**config.mk**
```make
export PLATFORM = sky130hd
export DESIGN_NAME = base64_encoder_custom_alphabet
export DESIGN_NICKNAME = d
export VERILOG_FILES = /design/src/b64e_pkg.sv /design/src/base64_encoder_custom_alphabet.sv /design/src/b64e_alphabet.sv
export VERILOG_INCLUDE_DIRS = /design/src /design/src/src
export SDC_FILE = /design/constraint.sdc
export NUM_CORES = 1
export LEC_CHECK = 0
export BUFFER_PORTS_ARGS = -buffer_cell sky130_fd_sc_hd__buf_2
export CORE_MARGIN = 10
export CORE_UTILIZATION = 40
export CTS_CLUSTER_SIZE = 10
export DETAILED_ROUTE_END_ITERATION = 6
export PLACE_DENSITY = 0.63
export SKIP_LAST_GASP = 1
export SLEW_MARGIN = 20
export SYNTH_ARGS = -nofsm -noshare
export SYNTH_HDL_FRONTEND = slang
export SYNTH_HIERARCHICAL = 1
export SYNTH_SLANG_ARGS = --single-unit
```
**constraint.sdc**
```tcl
create_clock -name clk -period 9.2 [get_ports clk]
set_input_delay 2.76 -clock clk [delete_from_list [all_inputs] [get_ports clk]]
set_output_delay 2.76 -clock clk [all_outputs]
set_load 0.05 [all_outputs]
```
**src/base64_encoder_custom_alphabet_macros.svh**
```systemverilog
// Assertion macros used by the encoder top level.
`ifndef BASE64_ENCODER_CUSTOM_ALPHABET_MACROS_SVH
`define BASE64_ENCODER_CUSTOM_ALPHABET_MACROS_SVH

`ifndef NO_ASSERTIONS

// Checks a condition at every rising clock edge outside reset.
`define B64E_ASSERT_ALWAYS(lbl, clk, rst_n, expr, msg) \
  lbl: assert property (@(posedge clk) disable iff (!rst_n) (expr)) else $error(msg);

// Checks that a condition implies another in the same cycle.
`define B64E_ASSERT_IMPLIES(lbl, clk, rst_n, ante, cons, msg) \
  lbl: assert property (@(posedge clk) disable iff (!rst_n) (ante) |-> (cons)) else $error(msg);

// Checks that a condition implies another in the next cycle.
`define B64E_ASSERT_NEXT(lbl, clk, rst_n, ante, cons, msg) \
  lbl: assert property (@(posedge clk) disable iff (!rst_n) (ante) |=> (cons)) else $error(msg);

`else

`define B64E_ASSERT_ALWAYS(lbl, clk, rst_n, expr, msg)
`define B64E_ASSERT_IMPLIES(lbl, clk, rst_n, ante, cons, msg)
`define B64E_ASSERT_NEXT(lbl, clk, rst_n, ante, cons, msg)

`endif

`endif

```
**src/b64e_pkg.sv**
```systemverilog
// Types and constants of the base64 encoder.
package b64e_pkg;

  localparam int unsigned NUM_WORDS   = 8;
  localparam int unsigned CFG_IDX_W   = 4;
  localparam int unsigned CFG_DATA_W  = 64;
  localparam int unsigned CHARS_PER_W = 8;
  localparam logic [7:0]  PAD_CHAR    = 8'h3D;
  localparam logic [1:0]  LAST_SLOT   = 2'd3;
  localparam logic [1:0]  FULL_COUNT  = 2'd2;

  typedef struct packed {
    logic [7:0] data_byte;
    logic       final_byte;
  } in_word_t;

  typedef struct packed {
    logic [7:0] out_char;
    logic       last_char;
  } out_word_t;

  // One character slot of a group: a 6-bit alphabet index or a pad sign.
  typedef struct packed {
    logic       pad;
    logic [5:0] idx;
  } code_t;

endpackage

```
**src/base64_encoder_custom_alphabet.sv**
```systemverilog
// Streaming base64 encoder with a loadable alphabet: top level.
//
// One byte enters per word; a byte that completes a group of three, or that
// ends the message, produces four characters that leave one per cycle on the
// result port while it is not stalled, with the last character of the message
// flagged. Bytes that only fill a group are taken in every cycle even while the
// previous group drains; the sustained rate is set by the single character
// result port. A group-closing byte waits until the group register hands over
// its fourth character. The closing byte's codes are loaded into the group
// register when it is accepted, and each character then passes through the
// output register. The alphabet lives in eight 64-bit configuration words
// written through the cfg port, which is always ready.
module base64_encoder_custom_alphabet (
  input  logic                            clk,
  input  logic                            rst_n,
  input  logic                            in_valid,
  output logic                            in_stall,
  input  b64e_pkg::in_word_t              in_word,
  output logic                            out_valid,
  input  logic                            out_stall,
  output b64e_pkg::out_word_t             out_word,
  input  logic                            cfg_valid,
  output logic                            cfg_ready,
  input  logic [b64e_pkg::CFG_IDX_W-1:0]  cfg_index,
  input  logic [b64e_pkg::CFG_DATA_W-1:0] cfg_data
);
  import b64e_pkg::*;
  `include "base64_encoder_custom_alphabet_macros.svh"

  // Held bytes of the open group.
  logic [1:0] held_cnt_r, held_cnt_nxt;
  logic [7:0] held0_r, held1_r;

  // Group register: four character slots waiting to go out.
  logic       grp_valid_r, grp_valid_nxt;
  logic [1:0] grp_cnt_r, grp_cnt_nxt;
  logic       grp_last_r;
  code_t      grp_codes_r [4];
  code_t      codes_nxt [4];

  // Output register.
  logic      out_valid_r, out_valid_nxt;
  out_word_t out_word_r;

  logic       in_acc, emit, grp_done, out_load;
  logic [7:0] b;
  logic       fin;
  code_t      cur_code;
  logic [7:0] alpha_char;

  assign cfg_ready = 1'b1;

  b64e_alphabet u_alphabet (
    .clk      (clk),
    .rst_n    (rst_n),
    .wr_en    (cfg_valid && cfg_ready),
    .wr_index (cfg_index),
    .wr_data  (cfg_data),
    .rd_idx   (cur_code.idx),
    .rd_char  (alpha_char)
  );

  assign b    = in_word.data_byte;
  assign fin  = in_word.final_byte;
  assign emit = (held_cnt_r == FULL_COUNT) || fin;

  assign out_load = grp_valid_r && (!out_valid_r || !out_stall);
  assign grp_done = out_load && (grp_cnt_r == LAST_SLOT);
  // Only a byte that produces characters needs the group register.
  assign in_stall = emit && grp_valid_r && !grp_done;
  assign in_acc   = in_valid && !in_stall;

  assign cur_code = grp_codes_r[grp_cnt_r];

  always_comb begin
    for (int i = 0; i < 4; i++) begin
      codes_nxt[i] = '0;
    end
    case (held_cnt_r)
      2'd0: begin
        codes_nxt[0] = '{pad: 1'b0, idx: b[7:2]};
        codes_nxt[1] = '{pad: 1'b0, idx: {b[1:0], 4'b0000}};
        codes_nxt[2] = '{pad: 1'b1, idx: 6'd0};
        codes_nxt[3] = '{pad: 1'b1, idx: 6'd0};
      end
      2'd1: begin
        codes_nxt[0] = '{pad: 1'b0, idx: held0_r[7:2]};
        codes_nxt[1] = '{pad: 1'b0, idx: {held0_r[1:0], b[7:4]}};
        codes_nxt[2] = '{pad: 1'b0, idx: {b[3:0], 2'b00}};
        codes_nxt[3] = '{pad: 1'b1, idx: 6'd0};
      end
      default: begin
        codes_nxt[0] = '{pad: 1'b0, idx: held0_r[7:2]};
        codes_nxt[1] = '{pad: 1'b0, idx: {held0_r[1:0], held1_r[7:4]}};
        codes_nxt[2] = '{pad: 1'b0, idx: {held1_r[3:0], b[7:6]}};
        codes_nxt[3] = '{pad: 1'b0, idx: b[5:0]};
      end
    endcase
  end

  always_comb begin
    held_cnt_nxt  = held_cnt_r;
    grp_valid_nxt = grp_valid_r;
    grp_cnt_nxt   = grp_cnt_r;
    out_valid_nxt = out_valid_r;
    if (in_acc) begin
      held_cnt_nxt = emit ? 2'd0 : held_cnt_r + 2'd1;
    end
    if (out_load) begin
      grp_cnt_nxt = grp_cnt_r + 2'd1;
    end
    if (grp_done) begin
      grp_valid_nxt = 1'b0;
    end
    if (in_acc && emit) begin
      grp_valid_nxt = 1'b1;
      grp_cnt_nxt   = 2'd0;
    end
    if (out_load) begin
      out_valid_nxt = 1'b1;
    end else if (!out_stall) begin
      out_valid_nxt = 1'b0;
    end
  end

  always_ff @(posedge clk) begin
    if (!rst_n) begin
      held_cnt_r  <= 2'd0;
      grp_valid_r <= 1'b0;
      grp_cnt_r   <= 2'd0;
      out_valid_r <= 1'b0;
    end else begin
      held_cnt_r  <= held_cnt_nxt;
      grp_valid_r <= grp_valid_nxt;
      grp_cnt_r   <= grp_cnt_nxt;
      out_valid_r <= out_valid_nxt;
    end
  end

  always_ff @(posedge clk) begin
    if (in_acc && !emit) begin
      if (held_cnt_r == 2'd0) begin
        held0_r <= b;
      end else begin
        held1_r <= b;
      end
    end
    if (in_acc && emit) begin
      for (int i = 0; i < 4; i++) begin
        grp_codes_r[i] <= codes_nxt[i];
      end
      grp_last_r <= fin;
    end
    if (out_load) begin
      out_word_r.out_char  <= cur_code.pad ? PAD_CHAR : alpha_char;
      out_word_r.last_char <= grp_last_r && (grp_cnt_r == LAST_SLOT);
    end
  end

  assign out_valid = out_valid_r;
  assign out_word  = out_word_r;

  `B64E_ASSERT_ALWAYS(a_held_cnt_range, clk, rst_n, held_cnt_r != 2'd3, "held count reached three")
  `B64E_ASSERT_IMPLIES(a_stall_needs_group, clk, rst_n, in_stall, grp_valid_r && emit, "stall without a busy group")
  `B64E_ASSERT_IMPLIES(a_no_early_pad, clk, rst_n, grp_valid_r && !grp_cnt_r[1], !cur_code.pad, "pad sign in first two slots")
  `B64E_ASSERT_NEXT(a_done_clears, clk, rst_n, grp_done && !(in_acc && emit), !grp_valid_r, "group still valid after last slot")

endmodule

```
**src/b64e_alphabet.sv**
```systemverilog
// Loadable 64-character alphabet with one combinational read port.
module b64e_alphabet (
  input  logic                            clk,
  input  logic                            rst_n,
  input  logic                            wr_en,
  input  logic [b64e_pkg::CFG_IDX_W-1:0]  wr_index,
  input  logic [b64e_pkg::CFG_DATA_W-1:0] wr_data,
  input  logic [5:0]                      rd_idx,
  output logic [7:0]                      rd_char
);
  import b64e_pkg::*;

  logic [CFG_DATA_W-1:0] words_r [NUM_WORDS];
  logic [CFG_DATA_W-1:0] sel_word;
  logic                  idx_in_range;

  // Indexes past the last word are dropped.
  assign idx_in_range = (wr_index[CFG_IDX_W-1:3] == '0);

  always_ff @(posedge clk) begin
    if (!rst_n) begin
      for (int i = 0; i < NUM_WORDS; i++) begin
        words_r[i] <= '0;
      end
    end else if (wr_en && idx_in_range) begin
      words_r[wr_index[2:0]] <= wr_data;
    end
  end

  always_comb begin
    sel_word = words_r[rd_idx[5:3]];
    rd_char  = sel_word[{rd_idx[2:0], 3'b000} +: 8];
  end

endmodule

```
Yosys cells after proc, flatten, opt, wreduce, memory -nomap -nowiden
Memory sizes are Yosys's and may differ from the RTL's. A register that Yosys moved wholly into a read port is not among the register bits.
Cells that the tools add are included.
{ "classes": {"shift": 1, "muxes": 17, "n_eq_ne": 4, "reduce_logical": 22, "addsub": 2, "n_bitwise": 3} }
{ "ops": {"columns": ["operator", "n"], "rows": [
  ["$mux 64", 1],
  ["$reduce_or 64->1", 1],
  ["$shiftx 64x7->8", 1],
  ["$pmux 27 s2", 1],
  ["$mux 1", 11],
  ["$logic_and 1x1->1", 9],
  ["$mux 2", 3],
  ["$logic_not 1->1", 5],
  ["$add 2x1->2 const B", 2],
  ["$eq 2x2->1 const B", 2],
  ["$reduce_and 2->1", 2],
  ["$mux 3", 1],
  ["$not 1->1", 3],
  ["$eq 2x1->1 const B", 1],
  ["$logic_not 2->1", 1],
  ["$logic_or 1x1->1", 2],
  ["$ne 2x1->1 const B", 1],
  ["$reduce_bool 2->1", 1],
  ["$reduce_or 2->1", 1]
]} }
{ "word_totals": {"word_cells": 60, "inputBits": 82, "memories": 2, "ff_bits": 32, "mem_bits_rw": 540, "output_inout_bits": 12} }
{ "memory_table": {"columns": ["name", "words", "word_bits", "read_ports", "rd_clocked_by_memory_dff", "write_ports", "line", "rtl"], "rows": [
  ["u_alphabet.words_r", 8, 64, 1, 0, 8, "b64e_alphabet.sv:13", "logic [CFG_DATA_W-1:0] words_r [NUM_WORDS];"],
  ["grp_codes_r", 4, 7, 1, 1, 4, "base64_encoder_custom_alphabet.sv:38", "code_t grp_codes_r [4];"]
]} }

Longest topological paths before layout
Gate-level depths: netlist (run 1).
{ "depth": {"word_depth": 11, "depth_mapped": 12, "ltp_nobuf": 7} }

Modules after synthesis
Netlist (run 1), hierarchy kept.
{ "by_module_without_submodules": {"columns": ["mod", "cells_each", "n_inst", "area_per_inst_um2", "seq_area_each_um2"], "rows": [
  ["b64e_alphabet", 1383, 1, 22894.5, 15374.7],
  ["base64_encoder_custom_alphabet", 161, 1, 2474.9, 1721.7]
]} }

Worst setup path before layout (run 1)
Ideal clock, no wire load.
{ "synth_path": {"path_type": "input to register", "from": "input port cfg_index[0] (netlist bit)", "to": "memory u_alphabet.words_r[4][0], enable pin", "setup_time_ns": 0.574, "arrival_time_ns": 7.806, "stages": 3, "required_time_ns": 8.626, "n_path_buf": 1, "slack_ns": 0.820, "cell_sequence": "or3_1 -> clkbuf_1 -> o21ai_0"} }
{ "synth_lines": {"columns": ["element", "line", "rtl"], "rows": [
  ["from (decl)", "base64_encoder_custom_alphabet.sv:24", "input logic [b64e_pkg::CFG_IDX_W-1:0] cfg_index,"],
  ["to (decl)", "b64e_alphabet.sv:13", null]
]} }

Final worst setup path (run 1)
{ "layout_path": {"from": "input port out_stall", "to": "output port in_stall"} }
{ "layout_via": {"elab_chain_cells": 6} }
{ "layout_lines": {"columns": ["element", "line", "rtl"], "rows": [
  ["from (decl)", "base64_encoder_custom_alphabet.sv:20", "input logic out_stall,"],
  ["$logic_not 1->1", null, null],
  ["$logic_or 1x1->1", "base64_encoder_custom_alphabet.sv:67", "assign out_load = grp_valid_r && (!out_valid_r || !out_stall);"],
  ["$logic_and 1x1->1", "base64_encoder_custom_alphabet.sv:67", null],
  ["$logic_and 1x1->1", "base64_encoder_custom_alphabet.sv:68", "assign grp_done = out_load && (grp_cnt_r == LAST_SLOT);"],
  ["$logic_not 1->1", "base64_encoder_custom_alphabet.sv:70", "assign in_stall = emit && grp_valid_r && !grp_done;"],
  ["$logic_and 1x1->1", "base64_encoder_custom_alphabet.sv:70", null],
  ["to (decl)", "base64_encoder_custom_alphabet.sv:17", "output logic in_stall,"]
]} }
No other way between the ends.

==> results of run 1 <==
[placed cells by master, fill, tap and decap left out, types with 2 or more instances in the layout]
cell | synthesis | layout
sky130_fd_sc_hd__a21oi_1 | 12 | 11
sky130_fd_sc_hd__a22o_1 | 15 | 15
sky130_fd_sc_hd__a31oi_1 | 2 | 2
sky130_fd_sc_hd__and2_1 | 525 | 525
sky130_fd_sc_hd__buf_2 | 17 | 92
sky130_fd_sc_hd__buf_4 | 4 | 22
sky130_fd_sc_hd__clkbuf_1 | 64 | 10
sky130_fd_sc_hd__clkbuf_16 | 0 | 71
sky130_fd_sc_hd__clkinv_1 | 0 | 2
sky130_fd_sc_hd__clkinv_8 | 0 | 2
sky130_fd_sc_hd__dfxtp_1 | 8 | 8
sky130_fd_sc_hd__diode_2 | 0 | 5
sky130_fd_sc_hd__edfxtp_1 | 564 | 564
sky130_fd_sc_hd__ha_1 | 5 | 5
sky130_fd_sc_hd__inv_1 | 6 | 6
sky130_fd_sc_hd__inv_6 | 0 | 2
sky130_fd_sc_hd__mux2i_1 | 12 | 12
sky130_fd_sc_hd__mux4_1 | 6 | 6
sky130_fd_sc_hd__mux4_2 | 135 | 132
sky130_fd_sc_hd__mux4_4 | 0 | 3
sky130_fd_sc_hd__nand2_1 | 13 | 13
sky130_fd_sc_hd__nand2b_1 | 20 | 18
sky130_fd_sc_hd__nand2b_4 | 0 | 2
sky130_fd_sc_hd__nand3_1 | 3 | 3
sky130_fd_sc_hd__nand3b_1 | 3 | 3
sky130_fd_sc_hd__nor2_1 | 25 | 19
sky130_fd_sc_hd__nor2_4 | 0 | 6
sky130_fd_sc_hd__nor3_1 | 13 | 11
sky130_fd_sc_hd__nor3_2 | 0 | 2
sky130_fd_sc_hd__o21ai_0 | 21 | 17
sky130_fd_sc_hd__o21ai_1 | 4 | 2
sky130_fd_sc_hd__o21ai_4 | 0 | 6
sky130_fd_sc_hd__o22ai_1 | 29 | 29
sky130_fd_sc_hd__o32ai_1 | 7 | 7
[layer usage]
layer / vias up / global-route usage / part of all wire
li1: 5957 / - / -
met1: 7045 / 0.209 / 0.40
met2: 409 / 0.280 / 0.50
met3: 116 / 0.0412 / 0.066
met4: 16 / 0.0547 / 0.023
met5: - / 0 / 0.0017
[sequential cells by signal, indices dropped and copies added, names as in the netlist, named ones only]
register	count
u_alphabet/words_r	512
grp_cnt_r	2
grp_valid_r	1
held0_r	8
grp_last_r	1
held_cnt_r	2
held1_r	8
out_valid	1
grp_codes_r	26
out_word	9
[through the flow]
stage | total power [mW] | instance area [sq um]
floorplan | 3.49 | 25400
global placement | 3.68 | 26700
detailed placement | 3.69 | 26700
CTS | 6.07 | 28600
global route | 6.22 | 28700
finish | 6.00 | 28700
[worst min-delay path by stage]
stage / start / endpoint / slack, ns / depth (start not counted)
global route: held_cnt_r[0] / held_cnt_r[0] / 0.53 / 1
CTS: held_cnt_r[0] / held_cnt_r[0] / 0.49 / 1
floorplan: held_cnt_r[0] / held_cnt_r[0] / 0.45 / 1
detailed placement: held_cnt_r[0] / held_cnt_r[0] / 0.48 / 1
global placement: held_cnt_r[0] / held_cnt_r[0] / 0.50 / 1
finish: held_cnt_r[0] / held_cnt_r[0] / 0.49 / 1
[power by group]
group / leakage [nW] / switching, mW / total [mW] / internal (mW)
Clock: 0.931 / 0.967 / 2.37 / 1.41
Combinational: 3.47 / 0.338 / 0.574 / 0.236
Sequential: 5.43 / 0.0398 / 3.06 / 3.02
[worst register-to-register path, stage by stage (launching register included)]
cell and delay [ns]:
sky130_fd_sc_hd__dfxtp_1 0.64, sky130_fd_sc_hd__mux4_4 0.78, sky130_fd_sc_hd__buf_4 0.75, sky130_fd_sc_hd__mux4_1 0.78, sky130_fd_sc_hd__mux4_2 0.51, sky130_fd_sc_hd__nor2_1 0.12
sky130_fd_sc_hd__nor3_1 0.15, sky130_fd_sc_hd__a22o_1 0.22, sky130_fd_sc_hd__nand2b_1 0.19
[kinds of logic (layout without fill, tap and decap cells)]
kind of cell / count (synthesis) / in the layout / synth area share
AOI/OAI and AO/OA: 96 / 96 / 0.0251
xor gates and xnor gates: 1 / 1 / 0.000345
adders and majority gates: 5 / 5 / 0.00247
buffers and inverters: 106 / 211 / 0.0202
DFF: 572 / 572 / 0.674
muxes: 155 / 155 / 0.132
other: 1 / 6 / 0.000148
and+or+nand+nor: 608 / 608 / 0.146
[area by class of cell]
class	instances	share of cell area
clock buffers	81	0.0633
repair buffers	116	0.0229
multi-input cells	866	0.276
diodes	5	0.000437
inverters	6	0.000786
clock inverters	8	0.00323
flip-flops and latches	572	0.596
well taps	846	0.0369
==> results.toml, run 1 <==
[logic_synthesis]
synthCells = 1544
yosysWarnings = 6
synth_cell_type_count = 43
synth-edff-count = 564
yosys.cell_count.top_type = "sky130_fd_sc_hd__edfxtp_1"
yosysTopAreaCell = "sky130_fd_sc_hd__edfxtp_1"
syn_area_sq_mm = 0.0254
ys_top_cells_by_count = "sky130_fd_sc_hd__edfxtp_1, sky130_fd_sc_hd__and2_1, sky130_fd_sc_hd__mux4_2"
synth-main-ff-cell = "sky130_fd_sc_hd__edfxtp_1"
yosys-top-cells-area = "sky130_fd_sc_hd__edfxtp_1, sky130_fd_sc_hd__and2_1, sky130_fd_sc_hd__mux4_2, sky130_fd_sc_hd__clkbuf_1, sky130_fd_sc_hd__o22ai_1"
synth.ff_latch_count = 572
async_set_or_reset_flop_fraction_in_the_synthesized_netlist = 0
synth.yosys.seq_area_share = 0.674
synth_top_area_frac = 0.668
postSynthAreaPerCell_sq_um = 16.4
synth.net_count = 1631

[clocking]
cts_post_setup_buffers_inserted = 0
cts_max_path_buffers = 3
clock_transition_time_at_the_flip_flop_clock_pins_of_the_worst_setup_and_hold_paths_ns = 0.06
cts_tree = "yes"
cts_inserted_buffers = 68
worst_skew_pair.late_latency_ns = 0.59
cts.repair.resized = 0
cts-root-buf = "sky130_fd_sc_hd__clkbuf_16"
clock_sinks = 572
hold_buffers = 0
cts_max_level = 3

[finish]
syn_to_final_growth_pct = 13.0
fillCellCount = 5467
layoutNonFillerInstCount = 2500
footprint_of_the_multi_input_gates_sq_mm = 0.00791
final_layout_size_suffix_gt1_frac = 0.213
final_util = 0.455
final-seq-area_sq_mm = 0.0171
final_net_count = 1717

[route]
avgRoutedWirePerCell_microns = 24.4
routed_wl_microns = 61000
drt_pass1_iterations = 5
final_antenna_net_count = 0
detail_route.vias_per_cell = 5.42
count_of_vias_placed_by_the_detailed_router = 13543
detail_route.iter0.violations = 1245
drc = 0

[worst_setup_path]
critical_path_buf_inv_count = 3
timing.reg2reg.worst_path_depth = 8
rr_endpoint = "out_word[4]"
critPathMaxFanout = 3
slowest_cell_on_crit_path = "sky130_fd_sc_hd__buf_2"
biggest_cell_delay_along_the_critical_path_ns = 0.26
cp.required_ns = 6.44
crit_path_end = "in_stall"
worst-r2r-setup-slack_ns = 4.80
worst_path_dominant_cell_family = "buffers and inverters"
timing.critical_path.mode_cell = "sky130_fd_sc_hd__buf_2"
cp.depth = 5
crit_path_end_kind = "primary output"
timing_worst_setup_path_type = "in -> out"
critical_path.cell_chain = "buf_2 -> a21bo_2 -> nand3b_1 -> inv_1 -> buf_2"
cp-startpoint = "out_stall"
data_arrival_time_of_the_worst_path_ns = 3.54
timing.critical_path.from_type = "primary input"

[sta]
setup_viol = 0
timing.final.crit_period_ns = 6.30
clock.fmax_mhz = 159
layout_setup_ws_ns = 2.90
final_max_slew_violation_count = 0
timing_worst_slew_pin_value_ns = 1.12
timing_hold_violations_final = 0
skew_final_ns = 0.0173
worst_slew_margin_rel = 0.256
hold_slack_ns = 0.486
rsz0062_at_grt = "false"
fin_setup_tns_ns = 0
min_period_over_period = 0.685

[global_route]
antenna_found_initial = 16
number_of_global_route_vias_before_repair = 14558
grt_pass1_wl_microns = 92600
grt_residual_overflow = 0
largest_net_degree_at_the_start_of_global_routing = 66
globalRouteTotalUtil = 0.166

[placement]
dpl_worst_slack_ns = 2.82
hpwlAfterDp_microns = 33500
numPortBuffers = 92
place.gp.congestion = 0.770
place.detailed.instances = 2405

[floorplanning]
placement_rows = 92
die_x_microns = 272
dieHeight_microns = 272
fp.coreArea_sq_mm = 0.0630
total_die_area_sq_mm = 0.0739
boundaryPins = 94
effective_utilization_at_floorplan = 0.403

[outcome]
outcome = "finished clean"

[pwr]
vdd.ir_drop.worst_uv = 112
power.density_mw_per_mm2 = 209
static_leakage_nw = 9.83

[min_path]
hold_path.class = "reg -> reg"

[flow_run]
maxCapViolations = 0
(Power assumes the default switching activity.)
==> run 2: changes to the inputs <==
clock period = 6.22 ns   (was 9.2 ns; I/O delays follow)
==> results.toml, run 2 (synthesis results as in run 1) <==
[outcome]
outcome = "finished clean"

[worst_setup_path]
biggest_cell_delay_along_the_critical_path_ns = 0.26
timing.critical_path.from_type = "primary input"
cp.required_ns = 4.35
rr_endpoint = "out_word[1]"
timing_worst_setup_path_type = "in -> out"
data_arrival_time_of_the_worst_path_ns = 2.62
critical_path.cell_chain = "buf_2 -> a21bo_2 -> nand3b_1 -> inv_1 -> buf_2"
crit_path_end_kind = "primary output"
critPathMaxFanout = 3
timing.critical_path.mode_cell = "sky130_fd_sc_hd__buf_2"
slowest_cell_on_crit_path = "sky130_fd_sc_hd__buf_2"
timing.reg2reg.worst_path_depth = 8
worst-r2r-setup-slack_ns = 2.18

[floorplanning]
dieHeight_microns = 272
placement_rows = 92
fp.coreArea_sq_mm = 0.0630
effective_utilization_at_floorplan = 0.403
die_x_microns = 272
boundaryPins = 94
total_die_area_sq_mm = 0.0739

[route]
detail_route.vias_per_cell = 5.41
detail_route.iter0.violations = 1171
routed_wl_microns = 61500
final_antenna_net_count = 0
avgRoutedWirePerCell_microns = 24.5
drt_pass1_iterations = 5
count_of_vias_placed_by_the_detailed_router = 13559
drc = 0

[global_route]
gr-usage-met3 = 0.0327
grt_pass1_wl_microns = 92800
number_of_global_route_vias_before_repair = 14266
globalRouteMet1Util = 0.219
grt_util_met2 = 0.275
gr-max-usage-layer = "met2"
globalRouteTotalUtil = 0.166
antenna_found_initial = 8
grt_residual_overflow = 0
largest_net_degree_at_the_start_of_global_routing = 65

[placement]
place.detailed.instances = 2415
dpl_worst_slack_ns = 1.49
hpwlAfterDp_microns = 36300
placement.cell_area_sq_mm = 0.0268
numPortBuffers = 92
place.gp.congestion = 0.766

[finish]
layout_commonest_cell = "sky130_fd_sc_hd__edfxtp_1"
registers.top_by_ff_count = "u_alphabet/words_r"
layout_common_cells = "sky130_fd_sc_hd__edfxtp_1, sky130_fd_sc_hd__and2_1, sky130_fd_sc_hd__mux4_2"
final_net_count = 1727
layout.cell_area.non_filler_sq_mm = 0.0287
final_util = 0.456
final_layout_size_suffix_gt1_frac = 0.218
syn_to_final_growth_pct = 13.3
largest_register_ffs = 512
layoutNonFillerInstCount = 2508

[clocking]
worst_skew_pair.late_latency_ns = 0.61
cts.repair.resized = 0
cts_post_setup_buffers_inserted = 0
cts-root-buf = "sky130_fd_sc_hd__clkbuf_16"
cts_max_level = 3
cts_tree = "yes"
cts_max_path_buffers = 3
clock_transition_time_at_the_flip_flop_clock_pins_of_the_worst_setup_and_hold_paths_ns = 0.05
hold_buffers = 0
cts_inserted_buffers = 69
clock_sinks = 572

[sta]
timing_hold_violations_final = 0
rsz0062_at_grt = "false"
clock.fmax_mhz = 223
skew_final_ns = 0.0310
timing_worst_slew_pin_value_ns = 1.14
worst_slew_margin_rel = 0.238
min_period_over_period = 0.721
timing.final.crit_period_ns = 4.49
layout_setup_ws_ns = 1.73
setup_viol = 0
final_max_slew_violation_count = 0

[pwr]
p_int_mw = 6.88
design_power_total_mw = 8.91
power_frac_clock = 0.396
power_frac_seq = 0.508
static_leakage_nw = 9.89
power.density_mw_per_mm2 = 310
total_switching_power_mw = 2.03
pwr-share-comb = 0.096
swShare = 0.228
vdd.ir_drop.worst_uv = 179

[min_path]
cell_depth_of_the_worst_min_delay_path = 1
holdCritStartpoint = "held_cnt_r[0]"
min_to = "held_cnt_r[0]"
hold_path.class = "reg -> reg"

[flow_run]
maxCapViolations = 0
## run 2: cell types whose count changed in the layout (fill, tap and decap cells not counted), sizes merged
cell / delta
clkbuf: +3
clkinv: -2
buf: +9
bufinv: -1
diode: -3
inv: +2
## run 2: layer usage
metal | wire (microns) | vias to the layer above
met4 | 1520 | 2
met2 | 30300 | 445
li1 | - | 5973
met1 | 25800 | 7038
met5 | 10 | -
met3 | 3890 | 101
## run 2: power groups by stage
| stage | logic, mW | clock network, mW | registers [mW] |
|---|---|---|---|
| after global placement | 0.860 | 0 | 4.59 |
| after CTS | 0.870 | 3.60 | 4.53 |
| final | 0.856 | 3.53 | 4.53 |
| after detailed placement | 0.868 | 0 | 4.60 |
| after global routing | 0.917 | 3.74 | 4.54 |
| after floorplan | 0.549 | 0 | 4.61 |
## run 2: cell type report
class                   count  area [sq um]
diodes                      2          5.00
clock buffers              84          1840
clock inverters             7          71.3
fillers                  5433         34200
inverters                   6          22.5
multi-input cells         866          7910
flip-flops and latches    572         17100
well taps                 846          1060
repair buffers            125           746
## run 2: worst max-delay path by stage
stage	depth (start not counted)	slack (ns)	endpoint	start
after floorplan	4	-1.01	u_alphabet/words_r[3][0]	rst_n
after global placement	6	1.61	u_alphabet/words_r[0][19]	rst_n
after detailed placement	6	1.49	u_alphabet/words_r[0][20]	rst_n
after CTS	5	1.73	in_stall	out_stall
after global routing	5	1.69	in_stall	out_stall
final	5	1.73	in_stall	out_stall
## run 2: stage by stage
step / setup TNS (ns) / hold slack, ns
global route: 0 / 0.541
global placement: 0 / 0.485
floorplan: -129.79 / 0.453
CTS: 0 / 0.522
detailed placement: 0 / 0.502
finish: 0 / 0.518
## run 2: worst max-delay path: cells and delay by family
family,cells,cell delay [ns]
AOI/OAI and AO/OA,1,0.17
buffers and inverters,3,0.46
and+or+nand+nor,1,0.12
==> run 3: changes to the inputs <==
ABC_AREA = 1   (was unset)
clock period = 4.5 ns   (was 6.22 ns; I/O delays follow)
==> results.toml, run 3 <==
[logic_synthesis]
synthCells = 2579
synth_cell_type_count = 26
syn_area_sq_mm = 0.0258
synth.yosys.seq_area_share = 0.662
yosysTopAreaCell = "sky130_fd_sc_hd__edfxtp_1"
synth-main-ff-cell = "sky130_fd_sc_hd__edfxtp_1"
synth_top_area_frac = 0.656
synth.ff_latch_count = 572
yosys-top-cells-area = "sky130_fd_sc_hd__edfxtp_1, sky130_fd_sc_hd__nand2_1, sky130_fd_sc_hd__nand3_1, sky130_fd_sc_hd__nor2_1, sky130_fd_sc_hd__buf_2"
synth-edff-count = 564
synth.net_count = 2666
postSynthAreaPerCell_sq_um = 10.0
async_set_or_reset_flop_fraction_in_the_synthesized_netlist = 0
yosys.cell_count.top_type = "sky130_fd_sc_hd__nand2_1"
ys_top_cells_by_count = "sky130_fd_sc_hd__nand2_1, sky130_fd_sc_hd__edfxtp_1, sky130_fd_sc_hd__nor2_1"
yosysWarnings = 6

[pwr]
design_power_total_mw = 12.7
static_leakage_nw = 11.5
power.density_mw_per_mm2 = 441
vdd.ir_drop.worst_uv = 256

[sta]
setup_viol = 0
worst_slew_margin_rel = 0.276
timing_worst_slew_pin_value_ns = 1.09
fin_setup_tns_ns = 0
timing.final.crit_period_ns = 3.56
timing_hold_violations_final = 0
rsz0062_at_grt = "false"
skew_final_ns = 0.0186
final_max_slew_violation_count = 0
clock.fmax_mhz = 281
min_period_over_period = 0.792

[global_route]
grt_residual_overflow = 0
grt_util_met2 = 0.318
globalRouteMet1Util = 0.242
globalRouteTotalUtil = 0.191
largest_net_degree_at_the_start_of_global_routing = 159
gr-usage-met3 = 0.0332
number_of_global_route_vias_before_repair = 18618
grt_pass1_wl_microns = 111000
antenna_found_initial = 2
gr-max-usage-layer = "met2"

[route]
detail_route.iter0.violations = 1882
detail_route.vias_per_cell = 5.41
final_antenna_net_count = 0
routed_wl_microns = 73200
avgRoutedWirePerCell_microns = 21.0
drt_pass1_iterations = 7
drc = 0
count_of_vias_placed_by_the_detailed_router = 18839

[clocking]
cts-root-buf = "sky130_fd_sc_hd__clkbuf_16"
cts_tree = "yes"
worst_skew_pair.late_latency_ns = 0.59
cts_post_setup_buffers_inserted = 0
hold_buffers = 0
cts_max_path_buffers = 3
cts.repair.resized = 0
clock_transition_time_at_the_flip_flop_clock_pins_of_the_worst_setup_and_hold_paths_ns = 0.06
cts_inserted_buffers = 68
clock_sinks = 572
cts_max_level = 3

[finish]
layout_commonest_cell = "sky130_fd_sc_hd__nand2_1"
final_layout_size_suffix_gt1_frac = 0.0932
largest_register_ffs = 512
final_net_count = 2698
fillCellCount = 5988
layout_common_cells = "sky130_fd_sc_hd__nand2_1, sky130_fd_sc_hd__edfxtp_1, sky130_fd_sc_hd__nor2_1"
antenna_cells_inserted = 0
syn_to_final_growth_pct = 11.8
final_util = 0.450
registers.top_by_ff_count = "u_alphabet/words_r"

[flow_run]
maxCapViolations = 0

[worst_setup_path]
data_arrival_time_of_the_worst_path_ns = 3.91
cp.required_ns = 4.84
timing.critical_path.from_type = "register"
timing_worst_setup_path_type = "reg -> reg"
critPathMaxFanout = 50
crit_path_end_kind = "register"

[placement]
place.gp.congestion = 0.848
numPortBuffers = 92
hpwlAfterDp_microns = 39300

[outcome]
outcome = "finished clean"

[floorplanning]
boundaryPins = 94
placement_rows = 93
effective_utilization_at_floorplan = 0.403
die_x_microns = 274
total_die_area_sq_mm = 0.0751
fp.coreArea_sq_mm = 0.0641
dieHeight_microns = 274

[min_path]
hold_path.class = "reg -> reg"
==> run 3: changes by cell type after synthesis, moves of 48 or more <==
cell,change
sky130_fd_sc_hd__clkbuf_1,-48
sky130_fd_sc_hd__buf_2,+70
sky130_fd_sc_hd__nor2_1,+521
sky130_fd_sc_hd__nand3_1,+441
sky130_fd_sc_hd__nand2_1,+661
sky130_fd_sc_hd__and2_1,-525
sky130_fd_sc_hd__mux4_2,-135
sky130_fd_sc_hd__inv_1,+91
==> run 3: cell type report <==
class | instances | area, sq um | area share
Tap cell | 855 | 1070 | 0.0371
Clock buffer | 85 | 1840 | 0.0637
Multi-Input combinational cell | 1734 | 7410 | 0.257
Sequential cell | 572 | 17100 | 0.592
Timing Repair Buffer | 134 | 1040 | 0.0359
Inverter | 101 | 387 | 0.0134
Clock inverter | 4 | 21.3 | 0.000737
==> run 3: critical path, stage by stage (launching register included) <==
cell and delay (ns):
sky130_fd_sc_hd__dfxtp_1 0.58, sky130_fd_sc_hd__inv_1 0.30, sky130_fd_sc_hd__o21ai_0 0.39, sky130_fd_sc_hd__o22ai_4 0.15, sky130_fd_sc_hd__inv_4 0.38, sky130_fd_sc_hd__buf_12 0.35, sky130_fd_sc_hd__nand3_1 0.13, sky130_fd_sc_hd__nand3_1 0.10
sky130_fd_sc_hd__nand2_1 0.12, sky130_fd_sc_hd__nand2_1 0.08, sky130_fd_sc_hd__nand3_1 0.12, sky130_fd_sc_hd__nand3_1 0.24, sky130_fd_sc_hd__nand2_1 0.07, sky130_fd_sc_hd__or2_1 0.22
==> run 3: through the flow <==
step	hold slack [ns]	setup WS (ns)	instance area [sq um]	std cells
finish	0.495	0.937	28900	3485
detailed placement	0.483	1.01	27000	3395
global route	0.541	0.580	28900	3485
floorplan	0.456	0.497	25800	2579
global placement	0.467	0.0305	26900	3393
CTS	0.491	0.965	28800	3484
==> run 3: logic make-up (layout without fill, tap and decap cells) <==
kind of cell,count (synthesis),after routing,synth area share
other,1,1,0.000145
flip-flops,572,572,0.662
AO/OA/AOI/OAI,47,47,0.00941
XOR/XNOR,1,1,0.000339
buffers and inverters,273,324,0.0576
adder cells (fa/ha/maj),5,5,0.00242
AND/OR/NAND/NOR,1680,1680,0.268
==> run 3: path summary, 6_finish.rpt <==
path | slack (ns) | from | endpoint | cells past startpoint
setup reg to reg | 0.94 | register | out_word[6] | 13
hold / removal | 0.49 | held_cnt_r[1] | held_cnt_r[1] | 2
setup / recovery | 0.94 | register | out_word[6] | 13
hold reg to reg | 0.49 | held_cnt_r[1] | held_cnt_r[1] | 2
==> run 3: power by group <==
part | leakage (nW) | total (mW) | internal [mW] | switching, mW
Combinational | 5.17 | 1.63 | 0.452 | 1.18
Clock | 0.909 | 4.82 | 2.83 | 1.99
Sequential | 5.43 | 6.26 | 6.17 | 0.0903
Total | 11.5 | 12.7 | 9.45 | 3.27
==> run 3: layer usage <==
layer | up-vias | wire length [microns]
met1 | 9206 | 29000
met2 | 819 | 35800
met5 | - | 0
met3 | 161 | 5690
li1 | 8653 | -
met4 | 0 | 2770
